==> src/lpr_pkg.sv <==
// ----------------------------------------------------------------------------
// lpr_pkg: shared types and constants of the LRU page replacement block
// Field widths of the stream words, parameter defaults and the control
// structs that pass between the sequencer, the scan unit and the rank table.
// ----------------------------------------------------------------------------
package lpr_pkg;

    // Parameter defaults.
    localparam int FRAME_COUNT_DEF = 8;
    localparam int PAGE_BITS_DEF   = 16;

    // Fixed field widths of the stream words.
    localparam int CFG_W       = 4;
    localparam int PAGE_IN_W   = 16;
    localparam int FRAME_OUT_W = 3;
    localparam int EVICT_W     = 16;
    localparam int TOTAL_W     = 16;
    localparam int S_TDATA_W   = 16;
    localparam int M_TDATA_W   = 56;
    localparam int M_TUSER_W   = 2;

    // Reset value of the frames_in_use register.
    localparam logic [CFG_W-1:0] CFG_RESET = 4'd8;

    // Result of one scan over the active frames.
    typedef struct packed {
        logic hit;          // a resident frame holds the page
        logic empty_found;  // an empty active frame exists
    } scan_flags_t;

    // Recency update request to the rank table.
    typedef struct packed {
        logic en;           // touch the selected frame this cycle
        logic fill;         // the frame is newly filled and becomes valid
    } touch_ctl_t;

endpackage

==> src/lpr_ram.sv <==
// ----------------------------------------------------------------------------
// lpr_ram: generic simple dual-port RAM
// One write port and one read port with registered read data.
// ----------------------------------------------------------------------------
module lpr_ram #(
    parameter int WIDTH = 16,
    parameter int DEPTH = 8
) (
    input  logic                                  aclk,
    input  logic                                  we,
    input  logic [((DEPTH > 1) ? $clog2(DEPTH) : 1)-1:0] waddr,
    input  logic [WIDTH-1:0]                      wdata,
    input  logic [((DEPTH > 1) ? $clog2(DEPTH) : 1)-1:0] raddr,
    output logic [WIDTH-1:0]                      rdata
);

    logic [WIDTH-1:0] mem_reg [DEPTH];

    always_ff @(posedge aclk) begin
        if (we) begin
            mem_reg[waddr] <= wdata;
        end
        rdata <= mem_reg[raddr];
    end

endmodule

==> src/lpr_scan_unit.sv <==
// ----------------------------------------------------------------------------
// lpr_scan_unit: shared compare unit of the frame scan
// Looks at one frame per cycle and keeps the first hit, the first empty
// frame and the frame with the largest recency rank seen so far.
// ----------------------------------------------------------------------------
module lpr_scan_unit
    import lpr_pkg::*;
#(
    parameter int FRAME_COUNT = FRAME_COUNT_DEF,
    parameter int PAGE_BITS   = PAGE_BITS_DEF,
    localparam int FIDX_W     = (FRAME_COUNT > 1) ? $clog2(FRAME_COUNT) : 1,
    localparam int RANK_W     = $clog2(FRAME_COUNT + 1)
) (
    input  logic                 aclk,
    input  logic                 aresetn,
    input  logic                 start,
    input  logic                 cmp_en,
    input  logic [FIDX_W-1:0]    cmp_idx,
    input  logic [PAGE_BITS-1:0] key,
    input  logic [PAGE_BITS-1:0] frame_page,
    input  logic                 frame_valid,
    input  logic [RANK_W-1:0]    frame_rank,
    output scan_flags_t          flags,
    output logic [FIDX_W-1:0]    hit_idx,
    output logic [FIDX_W-1:0]    empty_idx,
    output logic [FIDX_W-1:0]    vic_idx,
    output logic [PAGE_BITS-1:0] vic_page
);

    logic                 hit_found_reg;
    logic                 empty_found_reg;
    logic [FIDX_W-1:0]    hit_idx_reg;
    logic [FIDX_W-1:0]    empty_idx_reg;
    logic [FIDX_W-1:0]    vic_idx_reg;
    logic [RANK_W-1:0]    vic_rank_reg;
    logic [PAGE_BITS-1:0] vic_page_reg;

    logic take_hit;
    logic take_empty;
    logic take_vic;

    assign take_hit   = cmp_en && !hit_found_reg && frame_valid && (frame_page == key);
    assign take_empty = cmp_en && !empty_found_reg && !frame_valid;
    // The first frame seeds the oldest-frame search; later frames win only
    // with a strictly larger rank, so ties stay with the lower frame.
    assign take_vic   = cmp_en && ((cmp_idx == '0) || (frame_rank > vic_rank_reg));

    always_ff @(posedge aclk) begin
        if (!aresetn || start) begin
            hit_found_reg   <= 1'b0;
            empty_found_reg <= 1'b0;
        end else begin
            if (take_hit) begin
                hit_found_reg <= 1'b1;
            end
            if (take_empty) begin
                empty_found_reg <= 1'b1;
            end
        end
    end

    always_ff @(posedge aclk) begin
        if (take_hit) begin
            hit_idx_reg <= cmp_idx;
        end
        if (take_empty) begin
            empty_idx_reg <= cmp_idx;
        end
        if (take_vic) begin
            vic_idx_reg  <= cmp_idx;
            vic_rank_reg <= frame_rank;
            vic_page_reg <= frame_page;
        end
    end

    assign flags.hit         = hit_found_reg;
    assign flags.empty_found = empty_found_reg;
    assign hit_idx           = hit_idx_reg;
    assign empty_idx         = empty_idx_reg;
    assign vic_idx           = vic_idx_reg;
    assign vic_page          = vic_page_reg;

endmodule

==> src/lpr_rank_table.sv <==
// ----------------------------------------------------------------------------
// lpr_rank_table: frame valid bits and exact recency ranks
// Rank 0 marks a frame never touched, rank 1 the most recently used one.
// A touch moves one frame to rank 1 and ages every younger frame by one.
// ----------------------------------------------------------------------------
module lpr_rank_table
    import lpr_pkg::*;
#(
    parameter int FRAME_COUNT = FRAME_COUNT_DEF,
    localparam int FIDX_W     = (FRAME_COUNT > 1) ? $clog2(FRAME_COUNT) : 1,
    localparam int RANK_W     = $clog2(FRAME_COUNT + 1)
) (
    input  logic                   aclk,
    input  logic                   aresetn,
    input  touch_ctl_t             touch,
    input  logic [FIDX_W-1:0]      touch_idx,
    input  logic [FIDX_W-1:0]      rd_idx,
    output logic [FRAME_COUNT-1:0] valid_vec,
    output logic [RANK_W-1:0]      rd_rank
);

    logic [FRAME_COUNT-1:0] valid_reg;
    logic [FRAME_COUNT-1:0] valid_next;
    logic [RANK_W-1:0]      rank_reg  [FRAME_COUNT];
    logic [RANK_W-1:0]      rank_next [FRAME_COUNT];

    always_comb begin
        logic [RANK_W-1:0] old_rank;
        old_rank   = rank_reg[touch_idx];
        valid_next = valid_reg;
        for (int j = 0; j < FRAME_COUNT; j++) begin
            rank_next[j] = rank_reg[j];
            if (touch.en) begin
                if (FIDX_W'(j) == touch_idx) begin
                    rank_next[j] = RANK_W'(1);
                    if (touch.fill) begin
                        valid_next[j] = 1'b1;
                    end
                end else if ((rank_reg[j] != '0) &&
                             ((old_rank == '0) || (rank_reg[j] < old_rank))) begin
                    rank_next[j] = rank_reg[j] + RANK_W'(1);
                end
            end
        end
    end

    always_ff @(posedge aclk) begin
        if (!aresetn) begin
            valid_reg <= '0;
            for (int j = 0; j < FRAME_COUNT; j++) begin
                rank_reg[j] <= '0;
            end
        end else begin
            valid_reg <= valid_next;
            for (int j = 0; j < FRAME_COUNT; j++) begin
                rank_reg[j] <= rank_next[j];
            end
        end
    end

    assign valid_vec = valid_reg;
    assign rd_rank   = rank_reg[rd_idx];

endmodule

==> src/lru_page_replacement.sv <==
// ----------------------------------------------------------------------------
// lru_page_replacement: LRU page replacement over fully associative frames
// Each input word is one page reference; each output word reports hit or
// fault, the frame used, any evicted page and saturating totals.
// ----------------------------------------------------------------------------
// Usage:
//   The s_ channel carries one page number per word. The m_ channel returns
//   exactly one result word per accepted reference, in order.
//   frames_in_use is written through cfg_we/cfg_wdata while the block is
//   idle; 0 acts as one frame and values above FRAME_COUNT act as
//   FRAME_COUNT. Frames beyond the active set keep their contents.
//   The scan reads the page RAM one frame per cycle through a single
//   compare unit, over the active frames only. The update step then loads
//   the result word into the output register once that register is free.
//   s_tready is high only while the sequencer is idle. A finished result
//   sits in the output register, so the next reference is accepted and
//   scanned while the receiver stalls; its result waits in the update step
//   until the output register is free.
//   Reset clears all valid bits, ranks, totals and the output valid flag, and
//   sets frames_in_use to 8. The page RAM needs no clearing since an entry
//   is only compared while its valid bit is set.
// ----------------------------------------------------------------------------
module lru_page_replacement
    import lpr_pkg::*;
#(
    parameter int FRAME_COUNT = FRAME_COUNT_DEF,
    parameter int PAGE_BITS   = PAGE_BITS_DEF
) (
    input  logic                 aclk,
    input  logic                 aresetn,
    // Configuration: frames_in_use.
    input  logic                 cfg_we,
    input  logic [CFG_W-1:0]     cfg_wdata,
    // Input stream. tdata: [15:0] page_number.
    input  logic                 s_tvalid,
    output logic                 s_tready,
    input  logic [S_TDATA_W-1:0] s_tdata,
    // Output stream.
    // tdata: [2:0] frame_index, [18:3] evicted_page, [34:19] fault_total,
    //        [50:35] hit_total, [55:51] zero.
    // tuser: [0] hit, [1] evicted_valid.
    output logic                 m_tvalid,
    input  logic                 m_tready,
    output logic [M_TDATA_W-1:0] m_tdata,
    output logic [M_TUSER_W-1:0] m_tuser
);

    localparam int FIDX_W = (FRAME_COUNT > 1) ? $clog2(FRAME_COUNT) : 1;
    localparam int RANK_W = $clog2(FRAME_COUNT + 1);
    localparam int CNT_W  = $clog2(FRAME_COUNT + 1);

    localparam logic [1:0] ST_IDLE   = 2'd0;
    localparam logic [1:0] ST_SCAN   = 2'd1;
    localparam logic [1:0] ST_UPDATE = 2'd2;

    // Sequencer state.
    logic [1:0]           state_reg;
    logic [1:0]           state_next;
    logic [CNT_W-1:0]     cnt_reg;
    logic [CNT_W-1:0]     n_reg;
    logic                 cmp_vld_reg;
    logic [FIDX_W-1:0]    cmp_idx_reg;
    logic [PAGE_BITS-1:0] key_reg;
    logic [CFG_W-1:0]     frames_in_use_reg;

    // Totals and output register.
    logic [TOTAL_W-1:0]   fault_reg;
    logic [TOTAL_W-1:0]   fault_next;
    logic [TOTAL_W-1:0]   hits_reg;
    logic [TOTAL_W-1:0]   hits_next;
    logic                 m_valid_reg;
    logic [M_TDATA_W-1:0] m_data_reg;
    logic [M_TUSER_W-1:0] m_user_reg;

    logic                 s_accept;
    logic                 issue;
    logic                 update_go;
    logic [CNT_W-1:0]     n_calc;
    logic [PAGE_BITS-1:0] ram_rdata;
    logic [FRAME_COUNT-1:0] valid_vec;
    logic [RANK_W-1:0]    rd_rank;
    scan_flags_t          flags;
    logic [FIDX_W-1:0]    hit_idx;
    logic [FIDX_W-1:0]    empty_idx;
    logic [FIDX_W-1:0]    vic_idx;
    logic [PAGE_BITS-1:0] vic_page;
    logic [FIDX_W-1:0]    frame_sel;
    logic                 ev_valid;
    logic [31:0]          frame_ext;
    logic [31:0]          vic_ext;
    logic [EVICT_W-1:0]   ev_page;
    touch_ctl_t           touch;

    assign s_tready  = (state_reg == ST_IDLE);
    assign s_accept  = s_tvalid && s_tready;
    assign issue     = (state_reg == ST_SCAN) && (cnt_reg != n_reg);
    assign update_go = (state_reg == ST_UPDATE) && (!m_valid_reg || m_tready);

    // Clamp the frames_in_use register to between one and the implemented frames.
    always_comb begin
        if (frames_in_use_reg == '0) begin
            n_calc = CNT_W'(1);
        end else if (32'(frames_in_use_reg) > FRAME_COUNT) begin
            n_calc = CNT_W'(FRAME_COUNT);
        end else begin
            n_calc = CNT_W'(frames_in_use_reg);
        end
    end

    always_comb begin
        state_next = state_reg;
        case (state_reg)
            ST_IDLE: begin
                if (s_accept) begin
                    state_next = ST_SCAN;
                end
            end
            ST_SCAN: begin
                // The last frame is compared in the cycle where no read issues.
                if (!issue) begin
                    state_next = ST_UPDATE;
                end
            end
            ST_UPDATE: begin
                if (update_go) begin
                    state_next = ST_IDLE;
                end
            end
            default: begin
                state_next = ST_IDLE;
            end
        endcase
    end

    always_ff @(posedge aclk) begin
        if (!aresetn) begin
            state_reg         <= ST_IDLE;
            cnt_reg           <= '0;
            n_reg             <= CNT_W'(1);
            cmp_vld_reg       <= 1'b0;
            frames_in_use_reg <= CFG_RESET;
        end else begin
            state_reg <= state_next;
            if (cfg_we) begin
                frames_in_use_reg <= cfg_wdata;
            end
            if (s_accept) begin
                cnt_reg     <= '0;
                n_reg       <= n_calc;
                cmp_vld_reg <= 1'b0;
            end else begin
                cmp_vld_reg <= issue;
                if (issue) begin
                    cnt_reg <= cnt_reg + CNT_W'(1);
                end
            end
        end
    end

    always_ff @(posedge aclk) begin
        if (s_accept) begin
            key_reg <= PAGE_BITS'(s_tdata[PAGE_IN_W-1:0]);
        end
        if (issue) begin
            cmp_idx_reg <= cnt_reg[FIDX_W-1:0];
        end
    end

    // Page store, read one frame per scan cycle, written on a fill.
    lpr_ram #(
        .WIDTH (PAGE_BITS),
        .DEPTH (FRAME_COUNT)
    ) u_page_ram (
        .aclk  (aclk),
        .we    (update_go && !flags.hit),
        .waddr (frame_sel),
        .wdata (key_reg),
        .raddr (cnt_reg[FIDX_W-1:0]),
        .rdata (ram_rdata)
    );

    lpr_scan_unit #(
        .FRAME_COUNT (FRAME_COUNT),
        .PAGE_BITS   (PAGE_BITS)
    ) u_scan (
        .aclk        (aclk),
        .aresetn     (aresetn),
        .start       (s_accept),
        .cmp_en      (cmp_vld_reg),
        .cmp_idx     (cmp_idx_reg),
        .key         (key_reg),
        .frame_page  (ram_rdata),
        .frame_valid (valid_vec[cmp_idx_reg]),
        .frame_rank  (rd_rank),
        .flags       (flags),
        .hit_idx     (hit_idx),
        .empty_idx   (empty_idx),
        .vic_idx     (vic_idx),
        .vic_page    (vic_page)
    );

    assign touch.en   = update_go;
    assign touch.fill = !flags.hit;

    lpr_rank_table #(
        .FRAME_COUNT (FRAME_COUNT)
    ) u_ranks (
        .aclk      (aclk),
        .aresetn   (aresetn),
        .touch     (touch),
        .touch_idx (frame_sel),
        .rd_idx    (cmp_idx_reg),
        .valid_vec (valid_vec),
        .rd_rank   (rd_rank)
    );

    // A hit wins, then the lowest empty frame, then the oldest frame.
    always_comb begin
        if (flags.hit) begin
            frame_sel = hit_idx;
        end else if (flags.empty_found) begin
            frame_sel = empty_idx;
        end else begin
            frame_sel = vic_idx;
        end
    end

    assign ev_valid  = !flags.hit && !flags.empty_found;
    assign frame_ext = 32'(frame_sel);
    assign vic_ext   = 32'(vic_page);
    assign ev_page   = ev_valid ? vic_ext[EVICT_W-1:0] : '0;

    always_comb begin
        fault_next = fault_reg;
        hits_next  = hits_reg;
        if (flags.hit) begin
            if (hits_reg != '1) begin
                hits_next = hits_reg + TOTAL_W'(1);
            end
        end else begin
            if (fault_reg != '1) begin
                fault_next = fault_reg + TOTAL_W'(1);
            end
        end
    end

    always_ff @(posedge aclk) begin
        if (!aresetn) begin
            fault_reg   <= '0;
            hits_reg    <= '0;
            m_valid_reg <= 1'b0;
        end else begin
            if (update_go) begin
                fault_reg   <= fault_next;
                hits_reg    <= hits_next;
                m_valid_reg <= 1'b1;
            end else if (m_tready) begin
                m_valid_reg <= 1'b0;
            end
        end
    end

    always_ff @(posedge aclk) begin
        if (update_go) begin
            m_data_reg <= {5'd0, hits_next, fault_next, ev_page,
                           frame_ext[FRAME_OUT_W-1:0]};
            m_user_reg <= {ev_valid, flags.hit};
        end
    end

    assign m_tvalid = m_valid_reg;
    assign m_tdata  = m_data_reg;
    assign m_tuser  = m_user_reg;

    // A reference is never accepted in two consecutive cycles.
    a_single_accept: assert property (@(posedge aclk) disable iff (!aresetn)
        (s_tvalid && s_tready) |=> !s_tready)
        else $error("input accepted while a reference is in progress");

    // A result is either a hit or may carry an eviction, never both.
    a_hit_no_evict: assert property (@(posedge aclk) disable iff (!aresetn)
        m_tvalid |-> !(m_tuser[0] && m_tuser[1]))
        else $error("hit result reports an evicted page");

    // The scan never reads past the active frames.
    a_scan_bound: assert property (@(posedge aclk) disable iff (!aresetn)
        (state_reg == ST_SCAN) |-> (cnt_reg <= n_reg))
        else $error("scan counter beyond the active frames");

    // The output register is only reloaded once its word has been taken.
    a_no_overwrite: assert property (@(posedge aclk) disable iff (!aresetn)
        (m_tvalid && !m_tready) |=> $stable(m_tdata))
        else $error("pending result overwritten");

endmodule

==> config.mk <==
export PLATFORM = sky130hd
export DESIGN_NAME = lru_page_replacement
export DESIGN_NICKNAME = d
export VERILOG_FILES = /design/src/lpr_pkg.sv /design/src/lpr_ram.sv /design/src/lpr_scan_unit.sv /design/src/lpr_rank_table.sv /design/src/lru_page_replacement.sv
export SDC_FILE = /design/constraint.sdc
export NUM_CORES = 1
export LEC_CHECK = 0
export BUFFER_PORTS_ARGS = -buffer_cell sky130_fd_sc_hd__buf_2
export CAP_MARGIN = 15
export CORE_UTILIZATION = 35
export DETAILED_ROUTE_END_ITERATION = 6
export PLACE_DENSITY_LB_ADDON = 0.2
export SYNTH_ARGS = -nofsm -noshare
export SYNTH_HDL_FRONTEND = slang
export SYNTH_SLANG_ARGS = --single-unit
==> constraint.sdc <==
create_clock -name aclk -period 4.6 [get_ports aclk]
set_input_delay 0.46 -clock aclk [delete_from_list [all_inputs] [get_ports aclk]]
set_output_delay 0.46 -clock aclk [all_outputs]
set_load 0.02 [all_outputs]
---- After elaboration in Yosys (flattened, before gate mapping) ----
Memory sizes are Yosys's and may differ from the RTL's. A register that Yosys moved wholly into a read port is not among the register bits.
Index checks and enable logic that the tools add are counted.
word-level totals
  memory bits (writable) .................. 160
  bits in read-only memories .............. 0
  memories ................................ 2
  output and inout bits ................... 60
  bits in latches ......................... 0
  register bits ........................... 159
  word-level logic and storage cells ...... 190
cells by class
  divide/modulo/power cells ............... 0
  shifts and indexed selects .............. 0
  bitwise logic cells ..................... 10
  add/sub/neg operators ................... 11
  order comparisons ....................... 11
  multiply operators ...................... 0
  reduce and logical (&&, ||, !) cells .... 59
  eq/ne operators ......................... 16
  multiplexer cells ....................... 53
memory list
  memory              depth  bits a word  rd ports  clocked after Yosys merged registers in  write ports  line                  text
  u_page_ram.mem_reg  8      16           1         1                                        1            lpr_ram.sv:17         logic [WIDTH-1:0] mem_reg [DEPTH];
  u_ranks.rank_reg    8      4            10        1                                        8            lpr_rank_table.sv:24  logic [RANK_W-1:0] rank_reg [FRAME_COUNT];
operator list
  operator                 number
  $mux W4                  34
  $mux W16                 4
  $add A4 B1 Y4 const B    9
  $add A16 B1 Y16 const B  2
  $lt A4 B4 Y1             8
  $ne A16 B16 Y1 const B   2
  $reduce_bool A4 Y1       8
  $reduce_and A3 Y1        9
  $logic_and A1 B1 Y1      19
  $eq A16 B16 Y1           1
  $eq A3 B3 Y1 const A     4
  $logic_or A1 B1 Y1       11
  $mux W3                  3
  $logic_not A4 Y1         2
  $or A1 B1 Y1             8
  $mux W1                  7
  $eq A2 B3 Y1 const A     2
  $logic_not A3 Y1         2
  $mux W2                  3
  $pmux W2 S3              1
  $logic_not A1 Y1         5
  $gt A4 B4 Y1             1
  $gt A4 B4 Y1 const B     1
  $lt A3 B4 Y1 const B     1
  11 further kinds         13

---- Depth between registers and ports, before layout ----
An unclocked memory read counts as a cell.
  depth in word-level cells ............... 10
  depth in mapped cells ................... 16
  depth with buffers taken out ............ 14

---- Cells and area by module ----
Synthesis repeated with hierarchy kept, for this count alone.
unflattened totals
  cells, all modules ...................... 1205
  area total of the unflattened synthesis .. 15650.0 µm²
modules (own cells, without submodules)
  module                sequential area each (µm²)  times used  cells each  area each (µm²)
  lru_page_replacement  3123.0                      1           480         5442.7
  lpr_ram               4164.0                      1           214         5293.8
  lpr_rank_table        800.8                       1           426         3601.0
  lpr_scan_unit         910.9                       1           85          1312.5

---- Least setup slack after synthesis ----
No wires, ideal clock.
  kind .................................... register to register
  start point ............................. register u_scan.empty_found_reg
  end point ............................... memory u_ranks.rank_reg[7][2] (netlist name)
  required time ........................... 4.526 ns
  cell stages (with the launch flop) ...... 16
  buffers on the path ..................... 1
  setup time .............................. 0.074 ns
  path slack .............................. 1.018 ns
  arrival time ............................ 3.508 ns
  cell sequence ........................... dfxtp_1 > buf_4 > mux2_4 > mux2i_4 > inv_2 > mux2_1 > o22ai_1 > a221oi_1 > inv_1 > ha_1 > and3_1 > a221o_1 > a21oi_1 > o21ai_0 > or4_1 > o21ai_0
RTL lines
  element                   line                  text
  start: declaration        lpr_scan_unit.sv:31   logic empty_found_reg;
  start signal: assignment  lpr_scan_unit.sv:51   empty_found_reg <= 1'b0;
  start signal: assignment  lpr_scan_unit.sv:57   empty_found_reg <= 1'b1;
  end: declaration          lpr_rank_table.sv:24

==> summary.md <==
| Metric | Value |
|---|---|
| Status | `finished, final reports clean` |
| Leakage | `6.042 nW` |
| Worst skew pair latency | `0.56 ns` |
| Vias in the first global route | `8877` |
| Worst slew pin tran | `0.9422 ns` |
| Clock slew at reported path FFs | `0.06 ns` |
| Finished Core Util | `40.98%` |
| Max-cap violations | `0` |
| Buffers and inverters on the worst path | `2` |
| ANT nets after route | `0` |
| Worst vdd ir | `274.7 uV` |
| Final slew viol count | `0` |
| Synthesized area per cell | `13.44 sq um` |
| Sink Count | `338` |
| Io pins | `85` |
| Largest net degree at the start of global routing | `57` |
| Total gr overflow | `0` |
| Setup total negative slack | `0 ns` |
| CTS Buffer Depth | `3` |
| Postcts setup bufs | `0` |
| # diodes | `0` |
| Starting density of the core | `35.51%` |
| GPL Wtd Cong | `0.8501` |
| EDFF count, synth | `229` |
| Max FFs per register | `128` |
| Worst Setup End Kind | `flip-flop` |
| CP Class | `reg -> reg` |
| Hold Buf Count CTS | `0` |
| First-pass GRT wire length | `52230 um` |
| H-tree depth | `2` |
| Post-CTS Resized | `0` |
| Worst Path Required | `5.09 ns` |
| CP max stage delay | `0.52 ns` |
| Post-synth ARST share | `0%` |
| Row count | `75` |
| Core ar. | `42040 sq um` |
| Critical path arrival | `4.59 ns` |
| TritonCTS Buffers | `39` |
| Commonest non-fill, non-tap cell in the layout | `edfxtp_1` |
| Seq/Total Area, Yosys | `60.69%` |
| Die area | `43480 sq um` |
| Final Critical Period | `4.102 ns` |
| Ys flop type | `edfxtp_1` |
| Power Dens Cells | `391.1 nW/um^2` |
| Post-DR vias/cell | `5.118` |
| Mapped Cells | `1111` |
| Commonest cells after routing, fill and taps aside | `edfxtp_1 (229), dfxtp_1 (108), buf_2 (79)` |
| Syn-to-layout area delta | `15.42%` |
| Delay-heaviest family, CP | `compound AO/OA/AOI/OAI gates` |
| Max FO, Critical Path | `20` |
| Post-route DRC violation count | `0` |
| GRT Total Usage | `15.65%` |
| Final Skew | `0.01495 ns` |
| Post-Syn Area | `14930 sq um` |
| Worst-path cell chain | `mux2_4 > mux2i_4 > buf_4 > mux2_2 > o22ai_1 > a221oi_2 > inv_1 > ha_1 > a21o_1 > a221o_1 > a21oi_1 > o21ai_1 > or4_1 > o21ai_1` |
| Share of layout cells above drive strength 1 | `20.67%` |
| Crit path top cell by count | `o21ai_1` |
| Final Hold Viols | `0` |
| DR WL/cell | `18.90 um` |
| Chip height | `208.5 um` |
| Final WL | `33420 um` |
| Number of synthesized register bits | `338` |
| Hold/Removal Path Class | `in -> reg` |
| 1st-pass router iterations | `5` |
| Worst path slowest cell | `or4_1` |
| Die W | `208.5 um` |
| Unrepaired setup endpoints after global routing | `false` |
| Synth Warn # | `0` |
| Synth cell types | `63` |
| Fin crit share | `89.16%` |
| Root Driver | `clkbuf_16` |
| Relative slew slack | `36.91%` |
| CP startpoint kind | `flip-flop` |
| Hpwl dp | `20640 um` |
| Fmax | `243.8 MHz` |
| Number of DRC markers in iteration 0 | `432` |
| Setup-failing EPs final | `0` |
| Port Buffer Count | `79` |
| CTS tree | `done` |
| DR vias | `9048` |
| Initial antenna violation count | `0` |
| Net count, final | `1271` |
-- final cells by class --
type                            instances  area, sq um
Fill cell                            3945        24810
Sequential cell                       338         9060
Multi-Input combinational cell        676         5505
Clock buffer                           48         1031
Tap cell                              539        674.4
Timing Repair Buffer                  100        553.0
Clock inverter                         23        236.5
Inverter                               44        167.7
-- layer usage --
layer / routed length (um) / global-route usage, % / up-vias / share of wire, %
li1: - / - / 4367 / -
met1: 15910 / 21.82 / 4469 / 48
met2: 15430 / 24.52 / 153 / 46
met3: 1313 / 3.079 / 59 / 3.9
met4: 767 / 4.853 / 0 / 2.3
met5: 0 / 0 / - / 0
-- final timing paths --
kind,slack [ns],start,endpoint,depth (start not counted)
setup / recovery,0.50,u_scan.empty_found_reg,u_ranks.rank_reg[2][2],14
hold / removal,0.08,s_tdata[9],key_reg[9],1
setup reg to reg,0.50,u_scan.empty_found_reg,u_ranks.rank_reg[2][2],14
hold reg to reg,0.45,u_page_ram.rdata[11],u_scan.vic_page[11],0
-- cell usage after synthesis, types with 27 or more instances --
master    number  area (sq um)
edfxtp_1     229          6877
nor2_1        38         142.6
dfxtp_1      109          2182
and2_1        36         225.2
mux4_2        42         945.9
inv_1         42         157.7
xnor2_1       33         289.0
nand3_1       53         265.3
clkbuf_1      36         135.1
ha_1          47         588.1
a21oi_1       27         135.1
xor2_1        27         236.5
mux2_2        33         371.6
nand2_1       72         270.3
-- kinds of logic after synthesis --
group           count (synthesis)  synth area share [%]
mux                           100                 10.64
fa+ha+maj                      47                 3.940
buf+inv                       101                 2.867
flops                         338                 60.69
compound gates                166                 7.896
simple gates                  298                 10.43
xor+xnor                       60                 3.521
other cells                     1               0.02512
-- per-stage QoR --
step	cells	area, sq um	power, W	hold WS [ns]	setup slack (ns)
after floorplan	1115	14940	0.003634	0.4029	1.018
after global placement	1697	15960	0.003730	0.4337	0.5968
after detailed placement	1697	15960	0.003734	0.4384	0.5428
after CTS	1768	17230	0.006838	0.03793	0.5144
after global routing	1768	17230	0.006993	0.04173	0.2116
final	1768	17230	0.006737	0.07654	0.4984
-- power by group --
group / total [W] / switching (W) / internal (W)
logic: 0.000296 / 0.000173 / 0.000123
registers: 0.00337 / 0.0000656 / 0.00330
clock network: 0.00307 / 0.00124 / 0.00183
No activity file was read; power rests on OpenSTA's default activity.
